==> src/rtl/core/lsb_stego_extractor_assert.svh <==
// ----------------------------------------------------------------------------
// lsb_stego_extractor assertion macros
// Clocked on clock, disabled while reset is high.
// ----------------------------------------------------------------------------
`ifndef LSB_STEGO_EXTRACTOR_ASSERT_SVH
`define LSB_STEGO_EXTRACTOR_ASSERT_SVH

// same-cycle implication
`define LSBX_ASSERT_SAME(label, ante, cons) \
   label: assert property (@(posedge clock) disable iff (reset) (ante) |-> (cons)) \
      else $error("lsbx assertion failed");

// next-cycle implication
`define LSBX_ASSERT_NEXT(label, ante, cons) \
   label: assert property (@(posedge clock) disable iff (reset) (ante) |=> (cons)) \
      else $error("lsbx assertion failed");

`endif

==> src/rtl/core/lsbx_pkg.sv <==
// ----------------------------------------------------------------------------
// lsbx_pkg
// Shared types and constants of the LSB message extractor.
// ----------------------------------------------------------------------------
package lsbx_pkg;

   localparam logic [15:0] DELIM_RESET = 16'h2424;

   localparam logic [1:0] STATUS_BYTE      = 2'd0;
   localparam logic [1:0] STATUS_DELIM     = 2'd1;
   localparam logic [1:0] STATUS_NOT_FOUND = 2'd2;

   localparam int FIFO_DEPTH = 4;

   typedef struct packed {
      logic [7:0] chan_blue;
      logic [7:0] chan_green;
      logic [7:0] chan_red;
      logic       end_of_image;
   } req_type;

   typedef struct packed {
      logic [7:0] msg_byte;
      logic [3:0] bits_valid;
      logic [1:0] status;
      logic       last;
   } rsp_type;

   // what one lane found at its bit position
   typedef struct packed {
      logic       release_byte;
      logic       match;
      logic [7:0] byte_val;
      logic [2:0] left;
   } lane_res_type;

   typedef struct packed {
      logic room2;
      logic not_empty;
   } fifo_stat_type;

endpackage

==> src/rtl/core/lsb_stego_extractor.sv <==
// ----------------------------------------------------------------------------
// lsb_stego_extractor
// Pulls a delimited message out of the pixel LSBs of a three-channel image.
// ----------------------------------------------------------------------------
// One pixel is taken every clock unless req_stall is high: three lanes test the
// blue, green and red bit positions side by side and a merge stage turns them
// into results, so a pixel's work finishes in the cycle it is accepted. Results
// leave a four-entry queue one per clock unless rsp_stall is high; a pixel is
// taken while the queue has room for two results, so req_stall rises only when
// the consumer holds rsp_stall or a run of pixels yields two results each. A
// pixel's results are registered in the queue. The user must write the delimiter
// register (csr_we / csr_wdata) only while idle; the block does not enforce it.
// ----------------------------------------------------------------------------
module lsb_stego_extractor
   import lsbx_pkg::*;
#(
   parameter int DELIM_BITS = 16
) (
   input  logic        clock,
   input  logic        reset,
   input  logic        req_valid,
   output logic        req_stall,
   input  req_type     req_data,
   output logic        rsp_valid,
   input  logic        rsp_stall,
   output rsp_type     rsp_data,
   input  logic        csr_we,
   input  logic [15:0] csr_wdata
);

   localparam int HIST_BITS = DELIM_BITS + 8;
   localparam int FILL_W    = $clog2(HIST_BITS + 3);

   logic [15:0]          delim_ff;
   logic [HIST_BITS-1:0] hist_ff, hist_in;
   logic [FILL_W-1:0]    fill_ff, fill_in;
   logic                 done_ff, done_in;

   logic                 req_fire;
   logic [2:0]           new_bits;
   logic [DELIM_BITS-1:0] pattern;
   logic [HIST_BITS+2:0] ext;
   logic [FILL_W-1:0]    fill_p3;
   lane_res_type [2:0]   lanes;
   logic                 match_any;
   logic [1:0]           push_cnt;
   rsp_type              push0, push1;
   fifo_stat_type        fstat;

   assign req_fire = req_valid && !req_stall;
   assign new_bits = {req_data.chan_blue[0], req_data.chan_green[0], req_data.chan_red[0]};
   assign pattern  = DELIM_BITS'(delim_ff);

   for (genvar g = 0; g < 3; g++) begin : g_lane
      lsbx_lane #(
         .LANE       (g),
         .DELIM_BITS (DELIM_BITS)
      ) u_lane (
         .hist     (hist_ff),
         .fill     (fill_ff),
         .new_bits (new_bits),
         .pattern  (pattern),
         .res      (lanes[g])
      );
   end

   lsbx_merge u_merge (
      .fire      (req_fire),
      .done      (done_ff),
      .eoi       (req_data.end_of_image),
      .lanes     (lanes),
      .match_any (match_any),
      .push_cnt  (push_cnt),
      .push0     (push0),
      .push1     (push1)
   );

   lsbx_rsp_fifo u_fifo (
      .clock    (clock),
      .reset    (reset),
      .push_cnt (push_cnt),
      .push0    (push0),
      .push1    (push1),
      .pop      (rsp_valid && !rsp_stall),
      .head     (rsp_data),
      .stat     (fstat)
   );

   assign req_stall = !fstat.room2;
   assign rsp_valid = fstat.not_empty;

   // stream state after all three bits, used when no delimiter hit
   assign ext     = {hist_ff, new_bits};
   assign fill_p3 = fill_ff + FILL_W'(3);

   always_comb begin
      hist_in = hist_ff;
      fill_in = fill_ff;
      done_in = done_ff;
      if (req_fire) begin
         if (req_data.end_of_image) begin
            hist_in = '0;
            fill_in = '0;
            done_in = 1'b0;
         end else if (!done_ff) begin
            if (match_any) begin
               done_in = 1'b1;
            end else begin
               hist_in = ext[HIST_BITS-1:0];
               fill_in = (fill_p3 >= FILL_W'(HIST_BITS)) ? fill_p3 - FILL_W'(8) : fill_p3;
            end
         end
      end
   end

   always_ff @(posedge clock) begin
      if (reset) begin
         delim_ff <= DELIM_RESET;
         hist_ff  <= '0;
         fill_ff  <= '0;
         done_ff  <= 1'b0;
      end else begin
         if (csr_we) begin
            delim_ff <= csr_wdata;
         end
         hist_ff <= hist_in;
         fill_ff <= fill_in;
         done_ff <= done_in;
      end
   end

endmodule

==> src/rtl/core/lsbx_lane.sv <==
// ----------------------------------------------------------------------------
// lsbx_lane
// One bit position of the pixel: byte release and delimiter compare.
// ----------------------------------------------------------------------------
module lsbx_lane
   import lsbx_pkg::*;
#(
   parameter int LANE       = 0,
   parameter int DELIM_BITS = 16
) (
   input  logic [DELIM_BITS+7:0]             hist,
   input  logic [$clog2(DELIM_BITS+11)-1:0]  fill,
   input  logic [2:0]                        new_bits,
   input  logic [DELIM_BITS-1:0]             pattern,
   output lane_res_type                      res
);

   localparam int HIST_BITS = DELIM_BITS + 8;
   localparam int FILL_W    = $clog2(HIST_BITS + 3);
   localparam int SHIFT     = 2 - LANE;

   logic [HIST_BITS+2:0] ext;
   logic [HIST_BITS-1:0] hist_c;
   logic [FILL_W-1:0]    fill_raw;
   logic [FILL_W-1:0]    fill_c;

   // first pixel bit sits in new_bits[2]
   assign ext      = {hist, new_bits};
   assign hist_c   = ext[HIST_BITS-1+SHIFT:SHIFT];
   assign fill_raw = fill + FILL_W'(LANE + 1);
   assign fill_c   = (fill_raw >= FILL_W'(HIST_BITS)) ? fill_raw - FILL_W'(8) : fill_raw;

   always_comb begin
      res.release_byte = (fill_raw == FILL_W'(HIST_BITS));
      res.match        = (fill_c >= FILL_W'(DELIM_BITS)) &&
                         (hist_c[DELIM_BITS-1:0] == pattern);
      res.byte_val     = hist_c[DELIM_BITS+7:DELIM_BITS];
      res.left         = 3'(fill_c - FILL_W'(DELIM_BITS));
   end

endmodule

==> src/rtl/core/lsbx_merge.sv <==
// ----------------------------------------------------------------------------
// lsbx_merge
// Combines the three lanes into zero, one or two results for the transaction.
// ----------------------------------------------------------------------------
module lsbx_merge
   import lsbx_pkg::*;
(
   input  logic               fire,
   input  logic               done,
   input  logic               eoi,
   input  lane_res_type [2:0] lanes,
   output logic               match_any,
   output logic [1:0]         push_cnt,
   output rsp_type            push0,
   output rsp_type            push1
);

   logic       active;
   logic       byte_hit;
   logic [7:0] byte_v;
   logic       end_hit;
   logic [2:0] left_v;
   logic [7:0] rest_v;
   logic       second_hit;
   rsp_type    byte_rsp;
   rsp_type    second_rsp;

   // lanes after the first match see no bits
   always_comb begin
      active   = !done;
      byte_hit = 1'b0;
      byte_v   = '0;
      end_hit  = 1'b0;
      left_v   = '0;
      rest_v   = '0;
      for (int c = 0; c < 3; c++) begin
         if (active) begin
            if (lanes[c].release_byte) begin
               byte_hit = 1'b1;
               byte_v   = lanes[c].byte_val;
            end
            if (lanes[c].match) begin
               end_hit = 1'b1;
               left_v  = lanes[c].left;
               rest_v  = lanes[c].byte_val;
               active  = 1'b0;
            end
         end
      end
   end

   always_comb begin
      byte_rsp.msg_byte   = byte_v;
      byte_rsp.bits_valid = 4'd8;
      byte_rsp.status     = STATUS_BYTE;
      byte_rsp.last       = 1'b0;

      second_rsp.last = 1'b1;
      if (end_hit) begin
         second_rsp.status     = STATUS_DELIM;
         second_rsp.bits_valid = {1'b0, left_v};
         second_rsp.msg_byte   = (left_v == 3'd0) ? 8'd0
                                 : 8'(rest_v << (4'd8 - {1'b0, left_v}));
      end else begin
         second_rsp.status     = STATUS_NOT_FOUND;
         second_rsp.bits_valid = 4'd0;
         second_rsp.msg_byte   = 8'd0;
      end
   end

   assign second_hit = end_hit || (eoi && !done);
   assign match_any  = end_hit;

   always_comb begin
      push0    = byte_hit ? byte_rsp : second_rsp;
      push1    = second_rsp;
      push_cnt = '0;
      if (fire) begin
         push_cnt = 2'({1'b0, byte_hit} + {1'b0, second_hit});
      end
   end

endmodule

==> src/rtl/core/lsbx_rsp_fifo.sv <==
// ----------------------------------------------------------------------------
// lsbx_rsp_fifo
// Four-entry result queue, up to two writes and one read a cycle.
// ----------------------------------------------------------------------------
module lsbx_rsp_fifo
   import lsbx_pkg::*;
(
   input  logic          clock,
   input  logic          reset,
   input  logic [1:0]    push_cnt,
   input  rsp_type       push0,
   input  rsp_type       push1,
   input  logic          pop,
   output rsp_type       head,
   output fifo_stat_type stat
);

   `include "lsb_stego_extractor_assert.svh"

   localparam int PTR_W = $clog2(FIFO_DEPTH);
   localparam int CNT_W = PTR_W + 1;

   rsp_type          mem_ff [FIFO_DEPTH];
   logic [PTR_W-1:0] wr_ptr_ff, wr_ptr_in;
   logic [PTR_W-1:0] rd_ptr_ff, rd_ptr_in;
   logic [CNT_W-1:0] cnt_ff, cnt_in;
   logic [PTR_W-1:0] wr_ptr_p1;

   assign wr_ptr_p1 = wr_ptr_ff + PTR_W'(1);
   assign wr_ptr_in = wr_ptr_ff + PTR_W'(push_cnt);
   assign rd_ptr_in = rd_ptr_ff + PTR_W'(pop);
   assign cnt_in    = cnt_ff + CNT_W'(push_cnt) - CNT_W'(pop);

   always_ff @(posedge clock) begin
      if (reset) begin
         wr_ptr_ff <= '0;
         rd_ptr_ff <= '0;
         cnt_ff    <= '0;
      end else begin
         wr_ptr_ff <= wr_ptr_in;
         rd_ptr_ff <= rd_ptr_in;
         cnt_ff    <= cnt_in;
      end
   end

   always_ff @(posedge clock) begin
      if (push_cnt != 2'd0) begin
         mem_ff[wr_ptr_ff] <= push0;
      end
      if (push_cnt == 2'd2) begin
         mem_ff[wr_ptr_p1] <= push1;
      end
   end

   assign head           = mem_ff[rd_ptr_ff];
   assign stat.not_empty = (cnt_ff != '0);
   assign stat.room2     = (cnt_ff <= CNT_W'(FIFO_DEPTH - 2));

   `LSBX_ASSERT_SAME(a_cnt_bound, 1'b1, cnt_ff <= CNT_W'(FIFO_DEPTH))
   `LSBX_ASSERT_SAME(a_push_room, push_cnt != 2'd0, cnt_ff <= CNT_W'(FIFO_DEPTH - 2))
   `LSBX_ASSERT_NEXT(a_cnt_grow, push_cnt != 2'd0 && !pop, cnt_ff == $past(cnt_ff) + CNT_W'($past(push_cnt)))

endmodule

==> config.mk <==
export PLATFORM = sky130hd
export DESIGN_NAME = lsb_stego_extractor
export DESIGN_NICKNAME = d
export VERILOG_FILES = /design/src/rtl/core/lsbx_pkg.sv /design/src/rtl/core/lsb_stego_extractor.sv /design/src/rtl/core/lsbx_lane.sv /design/src/rtl/core/lsbx_merge.sv /design/src/rtl/core/lsbx_rsp_fifo.sv
export VERILOG_INCLUDE_DIRS = /design/src /design/src/rtl/core
export SDC_FILE = /design/constraint.sdc
export NUM_CORES = 1
export LEC_CHECK = 0
export BUFFER_PORTS_ARGS = -buffer_cell sky130_fd_sc_hd__buf_2
export CORE_MARGIN = 4
export CORE_UTILIZATION = 32
export DETAILED_ROUTE_END_ITERATION = 16
export GPL_ROUTABILITY_DRIVEN = 0
export PLACE_DENSITY_LB_ADDON = 0.12
export SLEW_MARGIN = 25
export SYNTH_ARGS = -nofsm -noshare
export SYNTH_HDL_FRONTEND = slang
export SYNTH_SLANG_ARGS = --single-unit
==> constraint.sdc <==
create_clock -name clock -period 9.6 [get_ports clock]
set_clock_uncertainty 0.15 [all_clocks]
set_input_delay 0.48 -clock clock [delete_from_list [all_inputs] [get_ports clock]]
set_output_delay 0.48 -clock clock [all_outputs]
set_load 0.03 [all_outputs]
After elaboration in Yosys (flattened, before gate mapping) --
Memory sizes are Yosys's and may differ from the RTL's. A register that Yosys moved wholly into a read port is not among the register bits. Cells that the tools add are included.
Storage, ports and cells: memory bits (writable) 60, memories kept 1, bits in registers 52, word-level logic and storage cells 110, output and inout bits 17, input port bits 46
Memories:
- u_fifo.mem_ff | depth 4, bits a word 15, rd ports 1, clocked after memory_dff 1, write ports 2, line lsbx_rsp_fifo.sv:23 | rsp_type mem_ff [FIFO_DEPTH];
Cells by class: muxes and demuxes 55, eq/ne operators 9, $add $sub $neg 16, shift-type cells 1, $lt $le $gt $ge 7, reduce and logical (&&, ||, !) cells 14
Operators with widths (number):
- $mux W8 | 13
- $mux W23 | 3
- $eq A16 B16 Y1 | 3
- $ge A5 B5 Y1 const B | 6
- $mux W5 | 6
- $mux W1 | 23
- $mux W3 | 6
- $eq A5 B5 Y1 const B | 3
- $mux W15 | 1
- $sub A5 B4 Y5 const B | 3
- $mux W14 | 1
- $add A5 B2 Y5 const B | 2
- $sub A3 B1 Y3 const B | 3
- $shl A8 B4 Y8 | 1
- $logic_and A1 B1 Y1 | 6
- $add A5 B1 Y5 const B | 1
- $mux W2 | 2
- $ne A2 B2 Y1 const B | 2
- $sub A4 B3 Y4 const A | 1
- $add A3 B2 Y3 | 1
- $le A3 B2 Y1 const B | 1
- $logic_not A1 Y1 | 3
- $logic_not A3 Y1 | 1
- $reduce_and A3 Y1 | 1
- other kinds (9) | 9

Longest topological paths before layout --
depth in word-level cells 17, gate-level depth with buffers 23

Modules after synthesis --
Synthesis repeated with hierarchy kept, for this count alone.
Second synthesis, totals: cell total of the unflattened synthesis 663, area total of the unflattened synthesis 7438.4 um^2
Modules (own cells, without submodules):
- lsbx_rsp_fifo | area an instance 3412.0 um^2, times used 1, cells an instance 190
- lsb_stego_extractor | area an instance 1679.1 um^2, times used 1, cells an instance 148
- lsbx_merge | area an instance 1244.9 um^2, times used 1, cells an instance 189
- lsbx_lane at g_lane[0].u_lane | area an instance 387.9 um^2, times used 1, cells an instance 47
- lsbx_lane at g_lane[2].u_lane | area an instance 380.4 um^2, times used 1, cells an instance 48
- lsbx_lane at g_lane[1].u_lane | area an instance 334.1 um^2, times used 1, cells an instance 41

Worst setup path after synthesis --
Ideal clock, no wire load.
path type register to register, start point register fill_ff[0], end point register u_fifo.cnt_ff[2], cell stages (with the launch flop) 23, slack 4.873 ns, arrival time 4.449 ns, clock period less this slack 4.727 ns, path buffers 4, cell sequence dfxtp_1 -> clkbuf_1 -> clkinv_1 -> ha_1 -> nand3b_1 -> xnor2_1 -> nand4b_1 -> or4_1 -> buf_2 -> and3b_1 -> clkbuf_1 -> inv_1 -> ha_1 -> clkbuf_1 -> nand2_1 -> ha_1 -> inv_1 -> ha_1 -> inv_1 -> fa_1 -> xnor2_1 -> xnor2_1 -> nor2_1
Between the ends: word-level cells in the longest chain between the ends 16, elaborated cells on any way between the ends 42, those cells by class 9 x add/sub; 6 x order compare; 3 x eq/ne; 20 x mux; 4 x reduce/logical
RTL lines:
- from (decl) | line lsb_stego_extractor.sv:36 | logic [FILL_W-1:0] fill_ff, fill_in;
- from (signal assigned) | line lsb_stego_extractor.sv:127 | fill_ff <= fill_in;
- $add A5 B1 Y5 | line lsbx_lane.sv:30 | assign fill_raw = fill + FILL_W'(LANE + 1);
- $sub A5 B4 Y5 / $ge A5 B5 Y1 (equally long branches) | line lsbx_lane.sv:31 | assign fill_c = (fill_raw >= FILL_W'(HIST_BITS)) ? fill_raw - FILL_W'(8) : fill_raw;
- $mux W5 | line lsbx_lane.sv:31
- $ge A5 B5 Y1 | line lsbx_lane.sv:35 | res.match = (fill_c >= FILL_W'(DELIM_BITS)) &&
- $logic_and A1 B1 Y1 | line lsbx_lane.sv:35
- $mux W1 | line lsbx_merge.sv:42 | if (lanes[c].match) begin
- $mux W1 | line lsbx_merge.sv:37 | if (active) begin
- $mux W1 | line lsbx_merge.sv:42
- $mux W1 | line lsbx_merge.sv:37
- $mux W1 | line lsbx_merge.sv:42
- $mux W1 | line lsbx_merge.sv:37
- $logic_or A1 B1 Y1 | line lsbx_merge.sv:71 | assign second_hit = end_hit || (eoi && !done);
- $add A1 B1 Y2 (*) | line lsbx_merge.sv:79 | push_cnt = 2'({1'b0, byte_hit} + {1'b0, second_hit});
- $mux W2 (*) | line lsbx_merge.sv:78 | if (fire) begin
- $add A3 B2 Y3 (*) | line lsbx_rsp_fifo.sv:32 | assign cnt_in = cnt_ff + CNT_W'(push_cnt) - CNT_W'(pop);
- $sub A3 B1 Y3 (*) | line lsbx_rsp_fifo.sv:32
- to (signal assigned) | line lsbx_rsp_fifo.sv:42 | cnt_ff <= cnt_in;
- to (decl) | line lsbx_rsp_fifo.sv:26 | logic [CNT_W-1:0] cnt_ff, cnt_in;
Mark *: on every way between the ends. The rest lies on a longest branch, timed or not. A chain may end at the register's enable or synchronous reset.

==> results.txt <==
RSZ-0062 raised after global routing -> false
Final setup fails -> 0
Overall via count from detail_route -> 5,461
Mapped Area -> 0.00684 sq mm
DIE AREA -> 0.0238 sq mm
Total Routed Length -> 18.9 mm
Clk slew on worst S/H paths -> 0.08 ns
Internal Pwr Total -> 866 uW
Starting density of the core -> 32.5%
Synth Area per Inst -> 9.62 sq um
Status -> finished clean
Die Y -> 154 um
Largest net degree at the start of global routing -> 30
CTS max path bufs -> 2
Synth top area share -> 22.8%
Initial antenna violation count -> 0
RR Endpoint -> u_fifo.mem_ff[1][11]
Core Area -> 0.0210 sq mm
Net Count, Synth -> 774
Top Metal Used -> met4
Critical path class -> reg2reg
CTS sink cnt -> 112
Max-cap viol count -> 0
Synth Instances -> 711
Startpoint Class -> flip-flop
Reg2Reg Depth -> 14
Synth area leaders -> edfxtp_1, dfxtp_1, mux4_2, xor2_1, nor2_1
Distinct cells, synth -> 72
FF+latch count, synth -> 112
Detailed Routing Iterations Pass 1 -> 5
HP Class -> in2reg
Final Cycle Share -> 64.2%
GRT overflow -> 0
Root buf cell -> clkbuf_16
Filler instances -> 2,121
Final WS setup -> 3.43 ns
Synth-to-layout area growth -> 9.75%
Gate power share -> 27.5%
Net Sw Frac -> 34.3%
Sequential-to-total area share from yosys stat -> 40.4%
Hold-fix buffers at CTS -> 0
CTS tree -> yes
Worst EP arrival -> 6.22 ns
Non-filler cells, final -> 997
CP Data Required Time -> 9.66 ns
Via-to-Cell Ratio -> 5.48
VDD IR-drop max -> 0.0881 mV
GRT Resource Usage Total -> 16.0%
Postcts setup bufs -> 0
Lkg Pwr -> 0.00276 uW
Placed instance count -> 981
Share of layout cells above drive strength 1 -> 15.0%
CP endpoint kind -> flip-flop
Top FF cell, synth -> dfxtp_1
DP Wirelength -> 14.2 mm
Vias in the first global route -> 5,377
Post-cts resize count -> 0
Setup WS pre-CTS -> 3.47 ns
R2r setup slk -> 3.43 ns
First-pass GRT wire length -> 30.4 mm
Setup crit end -> u_fifo.mem_ff[1][11]
Reg-to-reg startpoint -> fill_ff[0]
CTS buffer count -> 9
Antenna Nets Post-Route -> 0
Slew headroom -> 37.2%
M1 WL -> 8.45 mm
IO Port Bufs -> 41
Clock Latency Late Sink -> 0.36 ns
Fin. Hold Viols -> 0
Detail-routed net length per standard cell -> 19.0 um
Synth warnings -> 0
FFs w/ async S/R, synth -> 0%
Final Slew Violations -> 0
F_max -> 162 MHz
Synth area leader -> edfxtp_1
Pwr Density -> 176 mW/mm^2
P_sw -> 452 uW
IO Pins -> 63
DR iter-0 viols -> 463
Worst Tran Pin Value -> 0.940 ns
Tmin final -> 6.17 ns
CP max FO -> 17
DIE WIDTH -> 154 um
Met2 routed WL -> 8.99 mm
Final TNS setup -> 0 ns
Diode count -> 0
Clock share of power -> 28.6%
CP Launch Point -> fill_ff[0]
Row cnt -> 53
Post-synth EDFFs -> 52
Drc violations -> 0
H-tree levels -> 3
Sequential power share -> 43.9%
NumNets Final -> 780
Met3 WL -> 1.06 mm
cells in the mapped netlist, drive strengths merged, types with 4 or more instances:
library cell / instances
nor2: 75
nand2: 61
dfxtp: 60
edfxtp: 52
a21oi: 40
xor2: 37
clkbuf: 33
xnor2: 26
o21ai: 24
buf: 22
a22o: 21
mux2i: 20
nor3: 19
inv: 18
ha: 16
nor4: 16
mux4: 15
nand3: 15
nand4: 11
o211ai: 11
nor2b: 10
o32ai: 9
a31oi: 8
nand2b: 8
o21a: 6
a211o: 5
a21o: 5
a32oi: 5
or3: 5
a211oi: 4
a22oi: 4
a311oi: 4
and2: 4
and3: 4
nand3b: 4
o31ai: 4
or2: 4
worst min-delay path by stage:
stage	startpoint	to	slack (ns)	depth (start not counted)
floorplan	u_fifo.mem_ff[1][0]	u_fifo.mem_ff[1][0]	0.27	2
global placement	u_fifo.mem_ff[1][0]	u_fifo.mem_ff[1][0]	0.28	2
detailed placement	u_fifo.mem_ff[0][0]	u_fifo.mem_ff[0][0]	0.29	2
CTS	csr_wdata[10]	delim_ff[10]	0.16	2
global route	csr_wdata[5]	delim_ff[5]	0.18	2
finish	csr_wdata[10]	delim_ff[10]	0.17	2
worst max-delay path, cell delays in order, from the launching register on:
cell	delay [ns]
dfxtp_1	0.66
clkinv_1	0.42
ha_1	0.37
nand3b_1	0.23
xnor2_1	0.34
nand4b_1	0.21
or4_1	0.70
and3b_1	0.47
inv_1	0.28
ha_1	0.32
o21ai_1	0.22
nor2_1	0.69
a21oi_1	0.36
or2_2	0.41
o21ai_0	0.17
cell type report:
class,count,area (sq um),share of cell area [%]
timing repair buffer,50,273,3.63
inverter,20,75.1,1.00
sequential,112,2760,36.8
multi-input combinational,524,3750,50.0
clock buffer,9,225,3.00
tap,275,344,4.58
clock inverter,7,75.1,1.00
metrics by stage:
step,cell area (sq um),hold WS [ns],utilization (%),power (uW)
floorplan,6840,0.268,-,859
global placement,7210,0.278,34.3,951
detailed placement,7210,0.287,34.3,959
CTS,7510,0.158,35.7,1340
global route,7510,0.178,35.7,1390
finish,7510,0.170,35.7,1320
cell families (layout without fill, tap and decap cells):
group                    count (synthesis)  after routing  share of synthesized area (%)
AO/OA/AOI/OAI                          168            168                           18.0
XOR/XNOR                                63             63                           8.07
adder cells (fa/ha/maj)                 17             17                           3.22
buffers and inverters                   75             86                           4.92
flip-flops                             112            112                           40.4
multiplexers                            36             36                           8.03
AND/OR/NAND/NOR                        240            240                           17.4
sequential cells by signal, summed over array words and instances, names as in the netlist:
name and flops:
fill_ff 5, u_fifo.wr_ptr_ff 2, delim_ff 16, u_fifo.rd_ptr_ff 2
done_ff 1, u_fifo.cnt_ff 3, u_fifo.mem_ff 60, hist_ff 23
layout by cell type, fill, tap and decap left out, types with 6 or more instances in the layout:
cell | Yosys | final
o32ai_1 | 9 | 9
inv_1 | 18 | 18
mux2i_1 | 20 | 20
edfxtp_1 | 52 | 52
xnor2_1 | 26 | 26
nor2_1 | 73 | 73
xor2_1 | 37 | 37
buf_4 | 0 | 9
o21ai_0 | 18 | 18
nor4_1 | 12 | 12
a22o_1 | 21 | 21
a21oi_1 | 39 | 39
a31oi_1 | 8 | 8
o211ai_1 | 11 | 11
nand4_1 | 11 | 11
nor3_1 | 18 | 17
dfxtp_1 | 60 | 60
buf_2 | 13 | 41
nor2b_1 | 10 | 10
nand3_1 | 14 | 14
nand2_1 | 59 | 59
ha_1 | 16 | 16
mux4_2 | 15 | 15
clkbuf_16 | 0 | 9
nand2b_1 | 8 | 8
o21a_1 | 6 | 6
layer usage:
metal	track usage, %	vias to the layer above
li1	-	2628
met1	21.5	2620
met2	26.0	185
met3	2.71	28
met4	5.68	0
met5	0	-
power groups by stage:
stage	Combinational (uW)	Clock, uW	Sequential (uW)
after global routing	397	408	586
final	363	377	579
after floorplan	294	0	565
after global placement	363	0	588
after CTS	368	390	580
after detailed placement	367	0	591
(Power assumes the default switching activity.)
